**config.mk**
```make
export PLATFORM = sky130hd
export DESIGN_NAME = pidpc_cfg_regs
export DESIGN_NICKNAME = d
export VERILOG_FILES = /design/src/design/pidpc_pkg.sv /design/src/design/pidpc_cfg_regs.sv
export SDC_FILE = /design/constraint.sdc
export NUM_CORES = 1
export LEC_CHECK = 0
export BUFFER_PORTS_ARGS = -buffer_cell sky130_fd_sc_hd__buf_2
export CELL_PAD_IN_SITES_DETAIL_PLACEMENT = 0
export CELL_PAD_IN_SITES_GLOBAL_PLACEMENT = 1
export CORE_ASPECT_RATIO = 2
export CORE_MARGIN = 5
export CORE_UTILIZATION = 38
export CTS_CLUSTER_DIAMETER = 40
export DETAILED_ROUTE_END_ITERATION = 7
export GPL_TIMING_DRIVEN = 0
export PLACE_DENSITY = 0.82
export SYNTH_ARGS = -nofsm -noshare
export SYNTH_HDL_FRONTEND = slang
export SYNTH_SLANG_ARGS = --single-unit
```
**constraint.sdc**
```tcl
create_clock -name i_clk -period 1.4 [get_ports i_clk]
set_input_delay 0.14 -clock i_clk [delete_from_list [all_inputs] [get_ports i_clk]]
set_output_delay 0.14 -clock i_clk [all_outputs]
set_load 0.03 [all_outputs]
```
**src/design/pidpc_pkg.sv**
```systemverilog
// Shared types and constants for the PID position controller.
`default_nettype none
package pidpc_pkg;

    localparam int unsigned GAIN_W   = 32;
    localparam int unsigned ILIM_W   = 23;
    localparam int unsigned CLIM_W   = 12;
    localparam int unsigned ANGLE_W  = 24;
    localparam int unsigned ERR_W    = 25;
    localparam int unsigned INTEG_W  = 24;
    localparam int unsigned DIFF_W   = 26;
    localparam int unsigned CMD_W    = 13;
    localparam int unsigned CFG_IDX_W = 3;
    localparam int unsigned CFG_DATA_W = 32;

    localparam logic [GAIN_W-1:0] PROP_GAIN_RST  = 32'd11796480;
    localparam logic [GAIN_W-1:0] INTEG_GAIN_RST = 32'd6554;
    localparam logic [GAIN_W-1:0] DERIV_GAIN_RST = 32'd458752000;
    localparam logic [ILIM_W-1:0] INTEG_LIM_RST  = 23'd128000;
    localparam logic [CLIM_W-1:0] CURR_LIM_RST   = 12'd700;

    typedef enum logic [CFG_IDX_W-1:0] {
        CFG_PROP_GAIN     = 3'd0,
        CFG_INTEG_GAIN    = 3'd1,
        CFG_DERIV_GAIN    = 3'd2,
        CFG_INTEG_LIMIT   = 3'd3,
        CFG_CURRENT_LIMIT = 3'd4
    } t_cfg_idx;

    typedef struct packed {
        logic [GAIN_W-1:0] prop_gain;
        logic [GAIN_W-1:0] integ_gain;
        logic [GAIN_W-1:0] deriv_gain;
        logic [ILIM_W-1:0] integ_limit;
        logic [CLIM_W-1:0] current_limit;
    } t_cfg;

endpackage
`default_nettype wire

```
**src/design/pidpc_cfg_regs.sv**
```systemverilog
// Configuration register file for the PID position controller.
`default_nettype none
module pidpc_cfg_regs (
    input  wire logic                               i_clk,
    input  wire logic                               i_rst_n,
    input  wire logic                               i_cfg_valid,
    output logic                                    o_cfg_ready,
    input  wire logic [pidpc_pkg::CFG_IDX_W-1:0]    i_cfg_index,
    input  wire logic [pidpc_pkg::CFG_DATA_W-1:0]   i_cfg_data,
    output pidpc_pkg::t_cfg                         o_cfg
);

    pidpc_pkg::t_cfg r_cfg;
    pidpc_pkg::t_cfg n_cfg;

    assign o_cfg_ready = 1'b1;
    assign o_cfg       = r_cfg;

    always_comb begin
        n_cfg = r_cfg;
        if (i_cfg_valid) begin
            unique case (i_cfg_index)
                pidpc_pkg::CFG_PROP_GAIN:     n_cfg.prop_gain     = i_cfg_data;
                pidpc_pkg::CFG_INTEG_GAIN:    n_cfg.integ_gain    = i_cfg_data;
                pidpc_pkg::CFG_DERIV_GAIN:    n_cfg.deriv_gain    = i_cfg_data;
                pidpc_pkg::CFG_INTEG_LIMIT:
                    n_cfg.integ_limit   = i_cfg_data[pidpc_pkg::ILIM_W-1:0];
                pidpc_pkg::CFG_CURRENT_LIMIT:
                    n_cfg.current_limit = i_cfg_data[pidpc_pkg::CLIM_W-1:0];
                default: n_cfg = r_cfg;
            endcase
        end
    end

    always_ff @(posedge i_clk) begin
        if (!i_rst_n) begin
            r_cfg.prop_gain     <= pidpc_pkg::PROP_GAIN_RST;
            r_cfg.integ_gain    <= pidpc_pkg::INTEG_GAIN_RST;
            r_cfg.deriv_gain    <= pidpc_pkg::DERIV_GAIN_RST;
            r_cfg.integ_limit   <= pidpc_pkg::INTEG_LIM_RST;
            r_cfg.current_limit <= pidpc_pkg::CURR_LIM_RST;
        end else begin
            r_cfg <= n_cfg;
        end
    end

endmodule
`default_nettype wire

```
* Word level (Yosys, flattened, before mapping) *
Cells that the tools add are included.

storage, ports and cells
  bits of input ports = 38
  bits in registers = 131
  output and inout port bits = 132
  logic and storage cells = 15

cells by class
  reduce and logical (&&, ||, !) cells = 6
  equal/unequal tests = 4

operators by type and width
  cell                                                              number
  2-bit AND reduction                                               5
  3-bit by 2-bit == test with 1-bit output (second input constant)  2
  3-bit by 1-bit == test with 1-bit output (second input constant)  1
  3-bit == test (second input constant)                             1
  3-bit zero test                                                   1

* Depth between registers and ports, before layout *
Gate-level depths: netlist of the first run.

  depth after elaboration = 2
  mapped depth = 5
  gate-level depth less buffers = 2

* Least setup slack after synthesis of the first run *
OpenSTA, ideal clock, no wires.

  path type = input -> register
  from = input i_cfg_index[0] (netlist bit)
  to = register r_cfg (netlist bit o_cfg[105])
  cell stages on the path = 3
  arrival time = 957 ps
  path buffers = 1
  library setup time = 72 ps
  setup slack = 372 ps
  required time = 1328 ps
  cell sequence = nor4b_4 buf_6 mux2i_1

between the ends
  word-level cells in the longest chain between the ends = 2

RTL lines
  element                               RTL line              source
  start: declaration                    pidpc_cfg_regs.sv:8   input wire logic [pidpc_pkg::CFG_IDX_W-1:0] i_cfg_index,
  3-bit zero test                       pidpc_cfg_regs.sv:22  unique case (i_cfg_index)
  2-bit AND reduction (no source line)  -
  end signal: assignment                pidpc_cfg_regs.sv:43  r_cfg <= n_cfg;
  end: declaration                      pidpc_cfg_regs.sv:13  pidpc_pkg::t_cfg r_cfg;

No other way between the ends.
A chain may end at the register's enable or synchronous reset.

* Final worst setup path of the first run *
  from = register r_cfg (netlist bit o_cfg[11])
  to = output o_cfg[11] (netlist bit)

RTL lines
  element           RTL line              source
  end: declaration  pidpc_cfg_regs.sv:10  output pidpc_pkg::t_cfg o_cfg

No word-level cell between the ends.

==> key figures, run 1 <==
Run status
  – Outcome: complete, no violations

Critical path
  – CP Cell Sequence: buf_2
  – CP Capture Type: output port
  – Crit path buffers/inverters: 1
  – Slowest-stage cell, CP: dfxtp_1
  – Slowest stage delay, CP: 0.37 ns
  – Worst-path fanout max: 2
  – Critical path type: reg -> out
  – Top delay family on crit path: flip-flops
  – Startpoint types: flop
  – Crit path DAT: 1.00 ns
  – Critical path required time: 1.26 ns

Detailed routing
  – Vias: 4178
  – Post-DR vias/cell: 4.892
  – Post-route ant nets: 0
  – Initial DRC Count: 123
  – DRT Pass-1 Iters: 4
  – WL/cell: 19.05 um
  – Drt drc: 0
  – Final wirelength: 16270 um

Timing
  – Setup violators final: 0
  – RSZ-0062 raised after global routing: false
  – Slew margin rel.: 46.89%
  – Hold Fails Final Rpt: 0
  – Final TNS setup: 0 ns
  – Final clock skew: 0 ns
  – Worst Hold Slack: 0.01575 ns
  – Number of max-slew violations in the final report: 0
  – Worst-Margin Slew: 0.7967 ns
  – Fin crit share: 81.15%
  – Maximum clock frequency: 880.2 MHz
  – Crit path time final: 1.136 ns

Die
  – Overall die area: 0.01606 mm2
  – Starting Density: 38.37%
  – Die height: 174.3 um
  – Num ports: 170
  – Cell Rows: 60
  – Core ar.: 0.01336 mm2
  – Die X: 92.14 um

Power and ir drop
  – Total Power: 0.009194 W
  – IR Drop Worst-Case VDD: 0.8680 mV
  – Pwr Density: 1352 mW/mm2
  – Leak: 3.214 nW

Final layout
  – Layout cells sized above 1: 32.81%
  – Post-route cell area: 0.006803 mm2
  – Area Overhead vs Synth: 32.67%
  – Finished Layout Cells: 854
  – Max reg flops: 131
  – Final-stage net count: 723

Clocking
  – CTS H-Tree Depth: 4
  – Cts bufs inserted: 17
  – Latest clock arrival within the worst-skew pair: 0.41 ns
  – Clock Path Buffers: 2
  – Worst-path clk slew: 0.06 ns
  – Clk sinks: 131
  – CTS tree: built
  – Setup bufs post-CTS: 0
  – CTS Root Cell: clkbuf_16
  – Post-cts sizing count: 0

Global routing
  – First-pass GRT wire length: 24960 um
  – Final global-route overflow total: 0
  – Met2 usage: 39.32%
  – Number of global-route vias before repair: 4550
  – Busiest grt layer: met2
  – Met1 Resource Use GR: 20.65%
  – Largest net degree at the start of global routing: 17
  – Antenna violations before repair: 1
  – Routing usage on met3: 4.894%
  – Gr usage total: 20.65%

Placed design
  – Inst Count DP: 818
  – RePlAce Congestion: 0.8077
  – Hpwl dp: 12180 um
  – Area post-placement: 0.006157 mm2
  – Port-buffer cells: 167

Synthesis
  – Syn Nets: 534
  – Synth Instances: 496
  – Sequential area share after synthesis: 51.15%
  – Synthesized flop and latch total: 131
  – Post-synth cell types: 16
  – Yosys warns: 0
  – Syn Std Cell Area: 0.005127 mm2
  – Syn_area_per_cell: 10.34 um2

Job
  – Max cap viols: 0

Min path
  – Worst Hold Class: in -> reg
## per-stage QoR
stage	setup WS (ns)	util, %
4_1_cts	0.2370	50.89
3_3_place_gp	-0.07573	46.08
3_5_place_dp	-0.09741	46.08
6_report	0.2639	50.91
2_1_floorplan	0.3717	-
5_1_grt	0.2139	50.91
## final timing paths
check,cells past startpoint,end,slack [ns],startpoint
min reg2reg,2,o_cfg[103]$_SDFFE_PN0P_,0.45,o_cfg[103]$_SDFFE_PN0P_
min,3,o_cfg[59]$_SDFFE_PN1P_,0.02,i_cfg_data[24]
max reg2reg,2,o_cfg[62]$_SDFFE_PN1P_,0.75,o_cfg[62]$_SDFFE_PN1P_
max,1,o_cfg[11],0.26,o_cfg[11]$_SDFFE_PN0P_
## synth_stat cells, drive strengths merged
library cell,n,area [um2]
nor4b,1,23.77
dfxtp,131,2623
nor2b,55,344.1
nand2,133,499.2
clkbuf,10,37.54
nand4bb,2,22.52
conb,1,3.750
and4bb,3,41.29
and4b,1,11.26
buf,27,201.5
nand4b,1,8.760
mux2i,131,1311
## layout by cell type (no fill, tap or decap)
| master | synthesis | routed |
|---|---|---|
| and4bb_4 | 1 | 1 |
| clkbuf_16 | 0 | 17 |
| clkinv_4 | 0 | 3 |
| buf_2 | 14 | 181 |
| buf_4 | 4 | 4 |
| and4bb_2 | 1 | 1 |
| nand2_1 | 133 | 133 |
| clkinvlp_4 | 0 | 4 |
| nor4b_4 | 1 | 1 |
| clkinv_2 | 0 | 2 |
| and4b_2 | 1 | 1 |
| nand4b_1 | 1 | 1 |
| nor2b_1 | 55 | 55 |
| diode_2 | 0 | 1 |
| and4bb_1 | 1 | 1 |
| bufinv_16 | 0 | 3 |
| clkbuf_1 | 10 | 11 |
| conb_1 | 1 | 1 |
| dlygate4sd3_1 | 0 | 3 |
| nand4bb_1 | 2 | 2 |
| buf_6 | 9 | 9 |
| dfxtp_1 | 131 | 131 |
| mux2i_1 | 131 | 131 |
| clkbuf_8 | 0 | 2 |
## where the power goes
part / leakage (nW) / switching [W] / internal (W)
Sequential: 1.06 / 0.0000454 / 0.00381
Combinational: 1.86 / 0.000508 / 0.000256
Clock: 0.288 / 0.00168 / 0.00289
Total: 3.21 / 0.00223 / 0.00696
## routing by layer
layer | vias to the layer above | part of all wire, %
li1 | 2009 | -
met1 | 2001 | 37
met2 | 138 | 55
met3 | 30 | 4.4
met4 | 0 | 3.4
met5 | - | 0
## repair_timing
item                                   CTS  global route
setup endpoints to repair                0             0
endpoints found under the hold margin    3             0
hold buffers                             3             0
## kinds of logic after synthesis
family,after synthesis,share of synthesized area [%]
and+or+nand+nor,196,18.55
DFF,131,51.15
other,1,0.07314
muxes,131,25.57
buffers and inverters,37,4.661
## final cells by class
cell class | count | area [um2]
Clock inverter | 12 | 156.4
Timing Repair Buffer | 170 | 865.8
Multi-Input combinational cell | 328 | 2266
Fill cell | 1319 | 6560
Buffer | 37 | 239.0
Antenna cell | 1 | 2.502
Clock buffer | 20 | 456.7
Sequential cell | 131 | 2623
Tap cell | 155 | 193.9
No activity file was read; power rests on OpenSTA's default activity.
==> inputs of run 2 (changes only) <==
Settings changed: CORE_UTILIZATION 38 to 34, PLACE_DENSITY 0.82 to 0.77.
Clock period 1.4 ns to 1 ns, I/O delays scaled along.
==> run 2 against run 1 <==
Combinational power up 74%. Highest routed layer unchanged. Power is 51% higher. The flow now finishes with violations (negative setup slack). Clock skew is the same. Register-to-register slack got worse by 0.55 ns. Clock power rose by 56%. Via count up 6.8%. Cell count up 11%. Global-route usage decreased by 0.40 points. Critical path type unchanged.
==> key figures, run 2 (same netlist as run 1, synthesis figures left out) <==
Timing
  – Slew margin rel.: 59.09% (+12 points)
  – Hold Fails Final Rpt: 0 (unchanged)
  – Setup WS post-layout: -0.007531 ns (-0.2714 ns)
  – Final clock skew: 0 ns (unchanged)
  – RSZ-0062 raised after global routing: true
  – Fin crit share: 100.8%
  – Worst-Margin Slew: 0.6136 ns (-0.1830 ns)
  – Number of max-slew violations in the final report: 0 (unchanged)
  – Maximum clock frequency: 992.5 MHz
  – Crit path time final: 1.008 ns
  – Setup violators final: 3 (+3)

Detailed routing
  – Post-route ant nets: 0 (unchanged)
  – Initial DRC Count: 104 (-15%)
  – Drt drc: 0 (unchanged)
  – Vias: 4464 (+6.8%)
  – DRT Pass-1 Iters: 5 (+1)
  – Post-DR vias/cell: 4.719 (-3.5%)
  – WL/cell: 18.98 um (-0.38%)
  – Final wirelength: 17960 um (+10%)

Critical path
  – CP Cell Sequence: buf_6
  – Top delay family on crit path: flip-flops
  – Crit path buffers/inverters: 1 (unchanged)
  – Slowest stage delay, CP: 0.36 ns (about the same)
  – Worst-path fanout max: 2 (unchanged)
  – Critical path required time: 0.90 ns (-0.36 ns)
  – CP Capture Type: output port
  – Startpoint types: flop
  – Slowest-stage cell, CP: dfxtp_2
  – Critical path type: reg -> out
  – Crit path DAT: 0.91 ns (-0.09 ns)

Die
  – Die X: 96.84 um (+5.1%)
  – Num ports: 170 (unchanged)
  – Overall die area: 0.01779 mm2 (+11%)
  – Starting Density: 34.60% (-3.8 points)
  – Die height: 183.7 um (+5.4%)
  – Core ar.: 0.01482 mm2 (+11%)
  – Cell Rows: 63 (+5.0%)

Placed design
  – Hpwl dp: 12520 um (+2.8%)
  – Area post-placement: 0.006207 mm2 (+0.81%)
  – Port-buffer cells: 167 (unchanged)
  – Pre-CTS setup slack: -0.5206 ns (-0.4232 ns)
  – RePlAce Congestion: 0.7843 (-2.9%)
  – Inst Count DP: 858 (+4.9%)

Run status
  – Failing checks: negative setup slack
  – Outcome: complete, but fails checks

Global routing
  – First-pass GRT wire length: 27580 um (+10%)
  – Final global-route overflow total: 0 (unchanged)
  – Gr usage total: 20.26% (-0.40 points)
  – Largest net degree at the start of global routing: 17 (unchanged)
  – Antenna violations before repair: 1 (unchanged)
  – Number of global-route vias before repair: 4840 (+6.4%)

Clocking
  – CTS H-Tree Depth: 4 (unchanged)
  – CTS tree: built
  – Latest clock arrival within the worst-skew pair: 0.41 ns (about the same)
  – Clock Path Buffers: 2 (unchanged)
  – Cts bufs inserted: 17 (unchanged)
  – Clk sinks: 131 (unchanged)
  – Worst-path clk slew: 0.06 ns (about the same)
  – CTS Root Cell: clkbuf_16

Final layout
  – Post-route cell area: 0.008357 mm2 (+23%)
  – Final-stage net count: 775 (+7.2%)
  – Layout cells sized above 1: 52.00% (+19 points)
  – Finished Layout Cells: 946 (+11%)
  – Max reg flops: 131 (unchanged)
  – Most frequent cells in the layout: 140 x buf_6, 133 x nand2_1, 131 x mux2i_1, 131 x dfxtp_2, 55 x nor2b_1
  – Area Overhead vs Synth: 62.98%
  – Most common cell after layout, fill and taps aside: buf_6

Min path
  – Worst Hold Class: in -> reg

Job
  – Max cap viols: 0 (unchanged)

Power and ir drop
  – IR Drop Worst-Case VDD: 1.044 mV (+20%)
  – Pwr Density: 1663 mW/mm2 (+23%)
  – Leak: 3.716 nW (+16%)
  – Total Power: 0.01390 W (+51%)
-- run 2: metal layers --
metal  vias to the layer above  global-route usage, %  wire length [um]
li1                       2114                      -                 -
met3                        26                  4.064               692
met1                      2185                  19.87              6528
met2                       139                  40.73             10310
met4                         0                  7.705               423
met5                         -                      0                 0
-- run 2: final cells by class --
| class | instances | area [um2] |
|---|---|---|
| tap | 195 | 244.0 |
| buffer | 37 | 241.5 |
| multi-input combinational | 328 | 2266 |
| antenna | 1 | 2.502 |
| clock inverter | 11 | 197.7 |
| clock buffer | 21 | 480.5 |
| timing repair buffer | 222 | 2138 |
| sequential | 131 | 2786 |
| fill | 1317 | 6462 |
-- run 2: final timing paths --
path,start,end,slack (ns),depth (start not counted)
hold / removal,i_cfg_data[2],o_cfg[2]$_SDFFE_PN1P_,0.02,3
hold reg to reg,o_cfg[76]$_SDFFE_PN0P_,o_cfg[76]$_SDFFE_PN0P_,0.47,2
setup reg to reg,o_cfg[126]$_SDFFE_PN0P_,o_cfg[126]$_SDFFE_PN0P_,0.20,4
setup / recovery,o_cfg[109]$_SDFFE_PN0P_,o_cfg[109],-0.008,1
-- run 2: timing repair --
action | 4_1_cts | 5_1_grt
hold buffers | 28 | 0
pin swaps | 1 | 0
setup endpoints to repair | 150 | 109
endpoints found under the hold margin | 72 | 0
resized for setup | 394 | 2
setup buffers | 10 | 17
-- run 2: report_power, final --
part           total (W)  switching [W]  internal [W]
clock            0.00712        0.00241       0.00471
combinational    0.00133       0.000748      0.000583
sequential       0.00545      0.0000898       0.00536
-- run 2: through the flow --
stage               setup TNS (ns)  hold slack [ns]  utilization [%]
global placement            -35.69           0.3806            41.89
CTS                        -0.2965        0.0008512            55.50
global route                -1.171          0.02692            56.39
finish                   -0.009623          0.02307            56.39
floorplan                        0           0.2615                -
detailed placement          -38.65           0.3882            41.89
==> inputs of run 3 (changes only) <==
Settings changed: PLACE_DENSITY 0.77 to unset, PLACE_DENSITY_LB_ADDON set to 0.25.
==> run 3 against run 2 <==
The flow still finishes with violations (negative setup slack). Maximum frequency is 0.59% lower. Worst hold slack worse by 0.014 ns. Power is 1.4% higher. Register-to-register slack better by 0.04 ns. Critical path depth stayed put. Sequential power hardly changed. Largest cell class unchanged.
==> key figures, run 3 (same netlist as run 1, synthesis figures left out) <==
Run status
  – Outcome: complete, but fails checks
  – Failing checks: negative setup slack

Detailed routing
  – Initial DRC Count: 71 (-32%)
  – WL/cell: 18.51 um (-2.5%)
  – Vias: 4374 (-2.0%)
  – Post-DR vias/cell: 4.648 (-1.5%)
  – DRT Pass-1 Iters: 5 (unchanged)
  – Final wirelength: 17420 um (-3.0%)
  – Post-route ant nets: 0 (unchanged)
  – Drt drc: 0 (unchanged)

Clocking
  – CTS tree: built
  – Worst-path clk slew: 0.06 ns (about the same)
  – Clk sinks: 131 (unchanged)
  – CTS H-Tree Depth: 4 (unchanged)
  – Latest clock arrival within the worst-skew pair: 0.41 ns (about the same)
  – Cts bufs inserted: 17 (unchanged)
  – CTS Root Cell: clkbuf_16
  – Clock Path Buffers: 2 (unchanged)

Placed design
  – Hpwl dp: 12390 um (-1.0%)
  – RePlAce Congestion: 0.7581 (-3.3%)
  – Port-buffer cells: 167 (unchanged)

Die
  – Core ar.: 0.01482 mm2 (unchanged)
  – Overall die area: 0.01779 mm2 (unchanged)
  – Starting Density: 34.60% (unchanged)
  – Die height: 183.7 um (unchanged)
  – Die X: 96.84 um (unchanged)
  – Num ports: 170 (unchanged)
  – Cell Rows: 63 (unchanged)

Timing
  – RSZ-0062 raised after global routing: true
  – Slew margin rel.: 59.41% (+0.32 points)
  – Crit path time final: 1.014 ns (+0.006002 ns)
  – Maximum clock frequency: 986.6 MHz (-0.59%)
  – Setup WS post-layout: -0.01353 ns (-0.006002 ns)
  – Final TNS setup: -0.01502 ns (-0.005394 ns)
  – Fin crit share: 101.4% (+0.60 points)
  – Worst Hold Slack: 0.009423 ns (-0.01364 ns)
  – Setup violators final: 2 (-1)
  – Number of max-slew violations in the final report: 0 (unchanged)
  – Worst-Margin Slew: 0.6088 ns (-0.004837 ns)
  – Final clock skew: 0 ns (unchanged)
  – Hold Fails Final Rpt: 0 (unchanged)

Final layout
  – Most frequent cells in the layout: 140 x buf_6, 133 x nand2_1, 131 x mux2i_1, 131 x dfxtp_2, 55 x nor2b_1
  – Core Util, Final: 56.32% (-0.076 points)
  – Final-stage net count: 772 (-0.39%)
  – Most common cell after layout, fill and taps aside: buf_6
  – Layout cells sized above 1: 52.21% (+0.21 points)
  – Area Overhead vs Synth: 62.76%
  – Max reg flops: 131 (unchanged)

Global routing
  – Gr usage total: 19.48% (-0.78 points)
  – Final global-route overflow total: 0 (unchanged)
  – Antenna violations before repair: 1 (unchanged)
  – Number of global-route vias before repair: 4593 (-5.1%)
  – First-pass GRT wire length: 26390 um (-4.3%)
  – Largest net degree at the start of global routing: 17 (unchanged)

Power and ir drop
  – Sw Share: 22.50% (-0.88 points)
  – Sequential power share: 38.7% (-0.5 points)
  – Pint: 0.01093 W (+2.6%)
  – Gate power share: 9.3% (-0.3 points)
  – Clock share of power: 52.0% (+0.8 points)
  – Pwr Density: 1689 mW/mm2 (+1.6%)
  – Reported net switching power: 0.003172 W (-2.4%)
  – Leak: 3.713 nW (about the same)
  – IR Drop Worst-Case VDD: 1.162 mV (+11%)

Min path
  – Worst Hold Class: in -> reg

Critical path
  – Critical path type: reg -> out
  – Startpoint types: flop
  – CP Cell Sequence: buf_6
  – Critical path required time: 0.90 ns (about the same)
  – Top delay family on crit path: flip-flops
  – Crit path DAT: 0.91 ns (about the same)
  – Slowest-stage cell, CP: dfxtp_2
  – Slowest stage delay, CP: 0.36 ns (about the same)
  – Worst-path fanout max: 2 (unchanged)
  – Crit path buffers/inverters: 1 (unchanged)
  – CP Capture Type: output port

Job
  – Max cap viols: 0 (unchanged)
-- run 3: changes by cell type in the layout (fill, tap and decap cells not counted), sizes merged --
cell / previous run / this run
buf: 221 / 220
bufinv: 5 / 7
clkbuf: 31 / 28
clkinv: 4 / 2
dlygate4sd3: 28 / 26
inv: 1 / 2
-- run 3: layer usage --
| metal | track usage (%) | up-vias | wire (um) |
|---|---|---|---|
| met5 | 0 | - | 0 |
| met4 | 7.649 | 0 | 368 |
| met3 | 4.520 | 24 | 831 |
| met2 | 37.79 | 134 | 9963 |
| met1 | 19.80 | 2108 | 6259 |
| li1 | - | 2108 | - |
-- run 3: repair_timing --
action,in CTS,in global routing
setup buffers,8,18
pin swaps,1,0
resized for setup,394,6
hold buffers,26,0
endpoints found under the hold margin,55,0
setup endpoints to repair,156,103
cloned,0,0
-- run 3: final cells by class --
class	count	area, um2
Fill cell	1357	6474
Sequential cell	131	2786
Multi-Input combinational cell	328	2266
Timing Repair Buffer	219	2111
Clock buffer	18	439.2
Clock inverter	12	252.7
Buffer	37	244.0
Tap cell	195	244.0
Antenna cell	1	2.502
-- run 3: path summary, 6_finish.rpt --
| kind | startpoint | end | slack, ns | depth (start not counted) |
|---|---|---|---|---|
| max | o_cfg[109]$_SDFFE_PN0P_ | o_cfg[109] | -0.01 | 1 |
| min | i_cfg_data[2] | o_cfg[2]$_SDFFE_PN1P_ | 0.009 | 3 |
| max reg2reg | o_cfg[70]$_SDFFE_PN1P_ | o_cfg[70]$_SDFFE_PN1P_ | 0.24 | 3 |
| min reg2reg | o_cfg[6]$_SDFFE_PN0P_ | o_cfg[6]$_SDFFE_PN0P_ | 0.46 | 2 |
-- run 3: power groups by stage --
| stage | clock (W) | sequential, W | combinational [W] |
|---|---|---|---|
| after CTS | 0.00741 | 0.00545 | 0.00131 |
| after floorplan | 0 | 0.00573 | 0.000435 |
| final | 0.00733 | 0.00545 | 0.00132 |
| after detailed placement | 0 | 0.00551 | 0.00108 |
| after global placement | 0 | 0.00551 | 0.00107 |
| after global routing | 0.00766 | 0.00546 | 0.00141 |
-- run 3: stage by stage --
stage | cell area [um2] | std cells | worst slack, ns | power (W)
5_1_grt | 8346 | 941 | -0.03057 | 0.01452
2_1_floorplan | 5127 | 496 | 0.01171 | 0.006170
3_3_place_gp | 6207 | 858 | -0.4987 | 0.006583
6_report | 8346 | 941 | -0.01353 | 0.01410
3_5_place_dp | 6207 | 858 | -0.5145 | 0.006598
4_1_cts | 8204 | 922 | -0.02355 | 0.01417
